<file path="src/fsd_pkg.sv">
// Shared types and constants for the flow slot demux with aging.
package fsd_pkg;

    localparam int unsigned FLOW_SLOTS_DEF = 8;
    localparam int unsigned ADDR_W        = 32;
    localparam int unsigned PORT_W        = 16;
    localparam int unsigned TIME_W        = 32;
    localparam int unsigned PROTO_W       = 8;
    localparam int unsigned TIMEOUT_W     = 16;
    localparam int unsigned SLOT_IDX_W    = 3;
    localparam int unsigned ROUTE_W       = 2;

    localparam logic [PROTO_W-1:0]   UDP_PROTO_NUM = 8'd17;
    localparam logic [TIMEOUT_W-1:0] TIMEOUT_RESET = 16'd3;

    localparam logic [ROUTE_W-1:0] ROUTE_SLOT     = 2'd0;
    localparam logic [ROUTE_W-1:0] ROUTE_BAD      = 2'd1;
    localparam logic [ROUTE_W-1:0] ROUTE_OVERFLOW = 2'd2;

    typedef enum logic [1:0] {
        ST_IDLE,
        ST_EVAL,
        ST_COMMIT
    } state_t;

    typedef struct packed {
        logic [ADDR_W-1:0] addr;
        logic [PORT_W-1:0] port;
        logic [TIME_W-1:0] now;
    } hdr_t;

    typedef struct packed {
        logic eval;
        logic commit;
    } cell_ctrl_t;

    typedef struct packed {
        logic                  hit;
        logic                  free;
        logic [SLOT_IDX_W-1:0] idx;
    } row_res_t;

endpackage

</file>
<file path="src/fsd_cell.sv">
// One flow slot: stored key and last-seen time, local match and age test.
module fsd_cell (
    input  logic                           clk,
    input  logic                           rst_n,
    input  fsd_pkg::hdr_t                  hdr,
    input  logic [fsd_pkg::TIMEOUT_W-1:0]  timeout,
    input  fsd_pkg::cell_ctrl_t            ctrl,
    input  logic                           any_hit,
    input  logic                           hit_in,
    input  logic                           free_in,
    output logic                           hit_out,
    output logic                           free_out,
    output logic                           grant
);
    import fsd_pkg::*;

    logic [ADDR_W-1:0] addr_reg;
    logic [PORT_W-1:0] port_reg;
    logic [TIME_W-1:0] seen_reg;
    logic              valid_reg;
    logic              match_reg;
    logic              free_reg;

    logic [TIME_W-1:0] age;
    logic              match_next;
    logic              free_next;
    logic              hit_grant;
    logic              claim_grant;

    assign age        = hdr.now - seen_reg;
    assign match_next = valid_reg && (addr_reg == hdr.addr) && (port_reg == hdr.port);
    assign free_next  = !valid_reg || (age > {{(TIME_W-TIMEOUT_W){1'b0}}, timeout});

    assign hit_grant   = match_reg && !hit_in;
    assign claim_grant = free_reg && !free_in && !any_hit;
    assign grant       = hit_grant || claim_grant;
    assign hit_out     = hit_in || match_reg;
    assign free_out    = free_in || free_reg;

    always_ff @(posedge clk or negedge rst_n)
    begin
        if (!rst_n)
        begin
            valid_reg <= 1'b0;
        end
        else if (ctrl.commit && claim_grant)
        begin
            valid_reg <= 1'b1;
        end
    end

    always_ff @(posedge clk)
    begin
        if (ctrl.eval)
        begin
            match_reg <= match_next;
            free_reg  <= free_next;
        end
        if (ctrl.commit && hit_grant)
        begin
            seen_reg <= hdr.now;
        end
        else if (ctrl.commit && claim_grant)
        begin
            addr_reg <= hdr.addr;
            port_reg <= hdr.port;
            seen_reg <= hdr.now;
        end
    end

endmodule

</file>
<file path="src/fsd_cell_row.sv">
// Row of flow slot cells chained by lowest-index-wins priority.
module fsd_cell_row #(
    parameter int unsigned FLOW_SLOTS = fsd_pkg::FLOW_SLOTS_DEF
) (
    input  logic                           clk,
    input  logic                           rst_n,
    input  fsd_pkg::hdr_t                  hdr,
    input  logic [fsd_pkg::TIMEOUT_W-1:0]  timeout,
    input  fsd_pkg::cell_ctrl_t            ctrl,
    output fsd_pkg::row_res_t              res
);
    import fsd_pkg::*;

    logic [FLOW_SLOTS:0]   hit_chain;
    logic [FLOW_SLOTS:0]   free_chain;
    logic [FLOW_SLOTS-1:0] grant;
    logic                  any_hit;
    logic [SLOT_IDX_W-1:0] idx;

    assign hit_chain[0]  = 1'b0;
    assign free_chain[0] = 1'b0;
    assign any_hit       = hit_chain[FLOW_SLOTS];

    for (genvar g = 0; g < FLOW_SLOTS; g++)
    begin : g_cell
        fsd_cell u_cell (
            .clk      (clk),
            .rst_n    (rst_n),
            .hdr      (hdr),
            .timeout  (timeout),
            .ctrl     (ctrl),
            .any_hit  (any_hit),
            .hit_in   (hit_chain[g]),
            .free_in  (free_chain[g]),
            .hit_out  (hit_chain[g+1]),
            .free_out (free_chain[g+1]),
            .grant    (grant[g])
        );
    end

    always_comb
    begin
        idx = '0;
        for (int i = 0; i < FLOW_SLOTS; i++)
        begin
            if (grant[i])
            begin
                idx = idx | SLOT_IDX_W'(i);
            end
        end
    end

    assign res.hit  = any_hit;
    assign res.free = free_chain[FLOW_SLOTS];
    assign res.idx  = idx;

endmodule

</file>
<file path="src/flow_slot_demux_with_aging.sv">
// Top level: header capture, sequencing, timeout register and result register.
// Per header: capture, slot test, commit; the commit registers the result beat.
// Headers wait for the prior commit; the commit waits while a result beat is held.
// The slot test and pick run across the cell row; the commit updates the winning cell.
// Reset clears all slot valid bits (all slots free) and out_valid, sets timeout to 3.
module flow_slot_demux_with_aging #(
    parameter int unsigned FLOW_SLOTS = fsd_pkg::FLOW_SLOTS_DEF
) (
    input  logic                            clk,
    input  logic                            rst_n,
    input  logic                            cfg_valid,
    output logic                            cfg_ready,
    input  logic [fsd_pkg::TIMEOUT_W-1:0]   cfg_data,
    input  logic                            in_valid,
    output logic                            in_ready,
    input  logic                            has_ip_header,
    input  logic [fsd_pkg::PROTO_W-1:0]     ip_protocol,
    input  logic [fsd_pkg::ADDR_W-1:0]      dest_ip,
    input  logic [fsd_pkg::PORT_W-1:0]      dst_port,
    input  logic [fsd_pkg::TIME_W-1:0]      now_seconds,
    output logic                            out_valid,
    input  logic                            out_ready,
    output logic [fsd_pkg::ROUTE_W-1:0]     route_kind,
    output logic [fsd_pkg::SLOT_IDX_W-1:0]  slot_index,
    output logic                            newly_claimed
);
    import fsd_pkg::*;

    state_t                state_reg;
    state_t                state_next;
    logic [TIMEOUT_W-1:0]  timeout_reg;
    hdr_t                  hdr_reg;
    logic                  bad_reg;
    logic                  out_valid_reg;
    logic                  out_valid_next;
    logic [ROUTE_W-1:0]    route_reg;
    logic [ROUTE_W-1:0]    route_next;
    logic [SLOT_IDX_W-1:0] idx_reg;
    logic [SLOT_IDX_W-1:0] idx_next;
    logic                  claimed_reg;
    logic                  claimed_next;
    logic                  accept;
    logic                  commit;
    cell_ctrl_t            ctrl;
    row_res_t              res;

    fsd_cell_row #(
        .FLOW_SLOTS (FLOW_SLOTS)
    ) u_row (
        .clk     (clk),
        .rst_n   (rst_n),
        .hdr     (hdr_reg),
        .timeout (timeout_reg),
        .ctrl    (ctrl),
        .res     (res)
    );

    assign cfg_ready     = 1'b1;
    assign out_valid     = out_valid_reg;
    assign route_kind    = route_reg;
    assign slot_index    = idx_reg;
    assign newly_claimed = claimed_reg;

    always_comb
    begin
        state_next = state_reg;
        in_ready   = 1'b0;
        commit     = 1'b0;
        unique case (state_reg)
            ST_IDLE:
            begin
                in_ready = 1'b1;
                if (in_valid)
                begin
                    state_next = ST_EVAL;
                end
            end
            ST_EVAL:
            begin
                state_next = ST_COMMIT;
            end
            ST_COMMIT:
            begin
                if (!out_valid_reg || out_ready)
                begin
                    commit     = 1'b1;
                    state_next = ST_IDLE;
                end
            end
            default:
            begin
                state_next = ST_IDLE;
            end
        endcase
    end

    assign accept      = in_valid && in_ready;
    assign ctrl.eval   = (state_reg == ST_EVAL);
    assign ctrl.commit = commit && !bad_reg;

    always_comb
    begin
        route_next   = ROUTE_OVERFLOW;
        idx_next     = '0;
        claimed_next = 1'b0;
        priority if (bad_reg)
        begin
            route_next = ROUTE_BAD;
        end
        else if (res.hit)
        begin
            route_next = ROUTE_SLOT;
            idx_next   = res.idx;
        end
        else if (res.free)
        begin
            route_next   = ROUTE_SLOT;
            idx_next     = res.idx;
            claimed_next = 1'b1;
        end
    end

    always_comb
    begin
        out_valid_next = out_valid_reg;
        if (commit)
        begin
            out_valid_next = 1'b1;
        end
        else if (out_ready)
        begin
            out_valid_next = 1'b0;
        end
    end

    always_ff @(posedge clk or negedge rst_n)
    begin
        if (!rst_n)
        begin
            state_reg     <= ST_IDLE;
            timeout_reg   <= TIMEOUT_RESET;
            out_valid_reg <= 1'b0;
        end
        else
        begin
            state_reg     <= state_next;
            out_valid_reg <= out_valid_next;
            if (cfg_valid && cfg_ready)
            begin
                timeout_reg <= cfg_data;
            end
        end
    end

    always_ff @(posedge clk)
    begin
        if (accept)
        begin
            hdr_reg.addr <= dest_ip;
            hdr_reg.port <= dst_port;
            hdr_reg.now  <= now_seconds;
            bad_reg      <= !has_ip_header || (ip_protocol != UDP_PROTO_NUM);
        end
        if (commit)
        begin
            route_reg   <= route_next;
            idx_reg     <= idx_next;
            claimed_reg <= claimed_next;
        end
    end

endmodule
</file>
<file path="config.mk">
export PLATFORM = sky130hd
export DESIGN_NAME = flow_slot_demux_with_aging
export DESIGN_NICKNAME = d
export VERILOG_FILES = /design/src/fsd_pkg.sv /design/src/fsd_cell.sv /design/src/fsd_cell_row.sv /design/src/flow_slot_demux_with_aging.sv
export SDC_FILE = /design/constraint.sdc
export NUM_CORES = 2
export LEC_CHECK = 0
export ABC_AREA = 1
export BUFFER_PORTS_ARGS = -buffer_cell sky130_fd_sc_hd__buf_4
export CAP_MARGIN = 20
export CORE_AREA = 2 2 289 291
export CTS_CLUSTER_SIZE = 12
export DETAILED_ROUTE_END_ITERATION = 6
export DIE_AREA = 0 0 291 293
export PLACE_DENSITY = 0.81
export SLEW_MARGIN = 10
export SYNTH_ARGS = -nofsm -noshare
export SYNTH_HDL_FRONTEND = slang
export SYNTH_SLANG_ARGS = --single-unit
</file>
<file path="constraint.sdc">
create_clock -name clk -period 9.6 [get_ports clk]
set_input_delay 1.92 -clock clk [delete_from_list [all_inputs] [get_ports clk]]
set_output_delay 1.92 -clock clk [all_outputs]
set_load 0.02 [all_outputs]
</file>
==> results.txt <==
The run finished, with violations left. The final reports fail on DRC. The cell family contributing the most delay on the critical path is simple AND/OR/NAND/NOR gates. VDD sags by at most around 0.21 mV. By area the synthesized netlist is led by sky130_fd_sc_hd__edfxtp_1 43%, sky130_fd_sc_hd__nand2_1 16%, sky130_fd_sc_hd__inv_1 9.4%.

The commonest cells after synthesis are 2163 x sky130_fd_sc_hd__nand2_1, 1307 x sky130_fd_sc_hd__inv_1, 743 x sky130_fd_sc_hd__edfxtp_1, 471 x sky130_fd_sc_hd__nor2_1, 376 x sky130_fd_sc_hd__ha_1. The total number of placement rows came out at 105. The slack of the worst reg-to-reg path came out at around 5.5 ns.

The global-route wire length before repair came out at 250000 µm. The area added between synthesis and finish came out at 10.4%. The number of cells on the worst reg-to-reg path is 21. Summed over all cells, the static leakage comes to approximately 28 nW. Of the total power, the clock network draws 0.325.

The later pin in the worst-skew pair is clocked with a latency of approximately 0.68 ns. After synthesis the netlist holds a flip-flop and latch count of between 700 and 800. The post-detailed-route via-to-cell ratio is approximately 5.7. The wire length per cell is 21.0 µm. The floorplan step defined a die boundary enclosing 85300 µm².

The total routing usage reported by global routing came out at 0.391. The share of total power consumed by net switching came out at 0.341. The total number of yosys warnings is 0. The TritonCTS sink count came out at 770. The path class of the tightest hold or removal check is reg -> reg.

Clock tree synthesis inserted a total of 85 buffers. In this run the post-CTS setup repair buffer count came out at 0. The power density over the cells came out at approximately 170 nW/µm². The transition time at the pin with the least slew margin came out at roughly 1.2 ns. Across all setup checks in the final design, the least slack found is 5.49 ns. The top-area cell type share of the netlist area is 0.428.

The number of I/O port buffers came out at 117. The synthesized design contains 743 enable-type register cells. Setup repair after global routing left no endpoint under its margin. The post-route antenna net violation count is 0. The number of iterations in the first detailed-routing pass came out at 7. The summed instance area of the synthesized netlist is between 50000 and 60000 µm².

The worst hold path terminates at u_row.g_cell[7].u_cell.addr_reg[4]. The CTS tree is yes. The quantity of gates resized following cts is 0. The summed negative setup slack over all endpoints came out at 0 ns. The clock tree root buffer cell is sky130_fd_sc_hd__clkbuf_16. The detailed router finished its first iteration with between 4000 and 5000 violations.

sky130_fd_sc_hd__edfxtp_1 takes more of the synthesized area than any other cell. The cell depth of the worst min-delay path came out at 0. The sequential cell fraction of total power came out at 0.401.

The HPWL after detailed placement is between 100000 and 150000 µm. The via count of the first global-routing pass came out at between 40000 and 50000. The worst hold path begins at hdr_reg[52].

The top-level I/O count is around 120. At the end of the flow, the number of nets in the layout was between 7000 and 8000. The final critical-path share of the clock period came out at 0.428. The count of endpoints failing hold in the final timing report is 0. The total number of vias is 45131.

Setup violations remaining at the end of the flow were counted as 0. The pin count of the biggest net entering global routing came out at 50. In this run the critical register-to-register path is launched from hdr_reg[0]. The slowest stage of the critical path is the sky130_fd_sc_hd__edfxtp_1 cell.

In this run the vertical extent of the chip is just under 300 µm. The post-synth net total is between 7000 and 8000. The longest clock path from root to sink contains 3 buffers.

The time the final worst path needs with I/O delays and setup is between 4 and 5 ns. The core area is about 80000 µm². The clock arrives with around 0.039 ns of skew. The worst path arrival time is around 4.5 ns.

The number of hold buffers added after CTS came out at 0. The DRC violations left came out at 1. The wire length after detailed routing came out at about 170000 µm.

sky130_fd_sc_hd__nand2_1 is the most common cell in the netlist. The combined buffer and inverter count along the critical path came out at 2. The number of instances in the placed design is 7827. The number of antenna violations at the first check in global routing is 4.

The worst slack after detailed placement is between 5 and 6 ns. The post-layout instance count excluding filler cells is between 7000 and 8000. The die span in x is just under 300 µm. The number of distinct library cell variants in the gate-level netlist after synthesis is 61. The H-tree depth reported by CTS is 3. The internal power summed over all cells is approximately 6.5 mW. Max-cap violations in this run came to 0. The final RePlAce weighted congestion is about 1. The upper clock frequency limit is ~240 MHz. Of the cells placed in the final design, the portion with a size suffix greater than 1 is 0.0742. The max-slew violation count is 0. The worst setup path is of the reg -> reg kind. After synthesis, the mean cell area works out to between 7 and 8 µm². The remaining global-route overflow is 0. STA classifies the critical path startpoint as a flip-flop. The worst setup path is captured at a flip-flop. The initial core utilization is 0.637.

The clock edge transition at the registers on the reported setup and hold paths came out at ~0.060 ns. The worst relative slew slack came out at 0.213. The switching power is ~3.4 mW. For this run, the register share of the synthesized area comes to 0.441. The largest fanout of any net on the critical path is 9. Synthesis produced around 6600 cells.

Traced cell by cell, the critical path runs through inv_1 -> ha_1 -> fa_1 -> inv_1 -> nand3_1 -> nand3_1 -> nand3_1 -> nand3_1 -> xor2_1 -> ha_1 -> nand2_1 -> nor2_1 -> nand2_1 -> nor2_1 -> nand4_1 -> nand2_1 -> nand3_1 -> nor2_1 -> nand2_1 -> nor2_1 -> nand2_1. The most used flip-flop cell after synthesis is sky130_fd_sc_hd__edfxtp_1. The proportion of register bits with asynchronous set or reset after synthesis is 0.0351. The required time of the worst setup path came out at between 10 and 15 ns. The combinational fraction of design power is 0.274. The endpoint identified for the worst register-to-register timing path is u_row.g_cell[2].u_cell.free_reg. The maximum single-stage delay on the critical path came out at roughly 0.57 ns.
==> cells in the final DEF, fill, tap and decap left out, drive strengths merged, types with 23 or more instances in the layout <==
| master | n |
|---|---|
| nor2 | 504 |
| and2 | 24 |
| edfxtp | 743 |
| o21ai | 157 |
| clkinv | 23 |
| ha | 376 |
| nand4 | 78 |
| a221oi | 28 |
| nor3 | 59 |
| nand3 | 271 |
| buf | 198 |
| or2 | 37 |
| a21oi | 223 |
| clkbuf | 114 |
| a22o | 23 |
| xor2 | 143 |
| o22ai | 53 |
| dfrtp | 25 |
| inv | 1332 |
| nor4 | 45 |
| xnor2 | 89 |
| nand2 | 2233 |
==> area by class of cell <==
type | count | area, µm²
Timing Repair Buffer | 198 | 1500
Inverter | 1331 | 5000
Clock buffer | 114 | 2340
Tap cell | 1070 | 1340
Fill cell | 6630 | 24300
Multi-Input combinational cell | 4459 | 24000
Clock inverter | 31 | 373
Sequential cell | 770 | 23000
Antenna cell | 4 | 10.0
==> cell families (layout without fill, tap and decap cells) <==
logic type	count (synthesis)	in the layout	synth area share
AND/OR/NAND/NOR	3291	3291	0.264
buffers and inverters	1378	1674	0.101
flip-flops	770	770	0.441
AO/OA/AOI/OAI	550	550	0.0615
adder cells (fa/ha/maj)	384	384	0.0933
XOR/XNOR	232	232	0.0390
other	1	5	0.0000719
multiplexers	1	1	0.000216
==> power groups by stage <==
stage | Sequential, mW | Combinational, mW | Clock, mW
after floorplan | 4.02 | 1.69 | 0
after global placement | 4.00 | 2.56 | 0
after detailed placement | 4.01 | 2.61 | 0
after CTS | 3.94 | 2.63 | 3.20
after global routing | 3.95 | 2.96 | 3.33
final | 3.94 | 2.69 | 3.19
==> stage by stage <==
| stage | cell area [µm²] | total power, mW | util | hold slack (ns) |
|---|---|---|---|---|
| floorplan | 52100 | 5.71 | - | 0.434 |
| global placement | 54800 | 6.56 | 0.670 | 0.430 |
| detailed placement | 54800 | 6.62 | 0.670 | 0.433 |
| CTS | 57500 | 9.77 | 0.703 | 0.447 |
| global route | 57600 | 10.2 | 0.703 | 0.461 |
| finish | 57600 | 9.83 | 0.703 | 0.449 |
==> worst reg2reg max path: cells and delay by family, from the launching register on <==
family | cells | cell delay (ns)
flip-flops | 1 | 0.57
buffers and inverters | 2 | 0.46
AND/OR/NAND/NOR | 15 | 1.67
adder cells (fa/ha/maj) | 3 | 1.05
XOR/XNOR | 1 | 0.12
==> metal layers <==
metal | track usage | wire length [µm]
met4 | 0.277 | 13900
met5 | 0 | 29
met2 | 0.626 | 74000
met3 | 0.0669 | 16500
met1 | 0.483 | 62800
==> worst max-delay path by stage <==
stage	slack [ns]	from	to	depth (start not counted)
after floorplan	1.21	in_valid	bad_reg	1
after global placement	5.35	out_ready	u_row.g_cell[5].u_cell.seen_reg[28]	7
after detailed placement	5.26	out_ready	u_row.g_cell[5].u_cell.seen_reg[26]	7
after CTS	5.54	hdr_reg[0]	u_row.g_cell[2].u_cell.free_reg	21
after global routing	5.17	hdr_reg[0]	u_row.g_cell[2].u_cell.free_reg	21
final	5.49	hdr_reg[0]	u_row.g_cell[2].u_cell.free_reg	21
(Power assumes the default switching activity.)
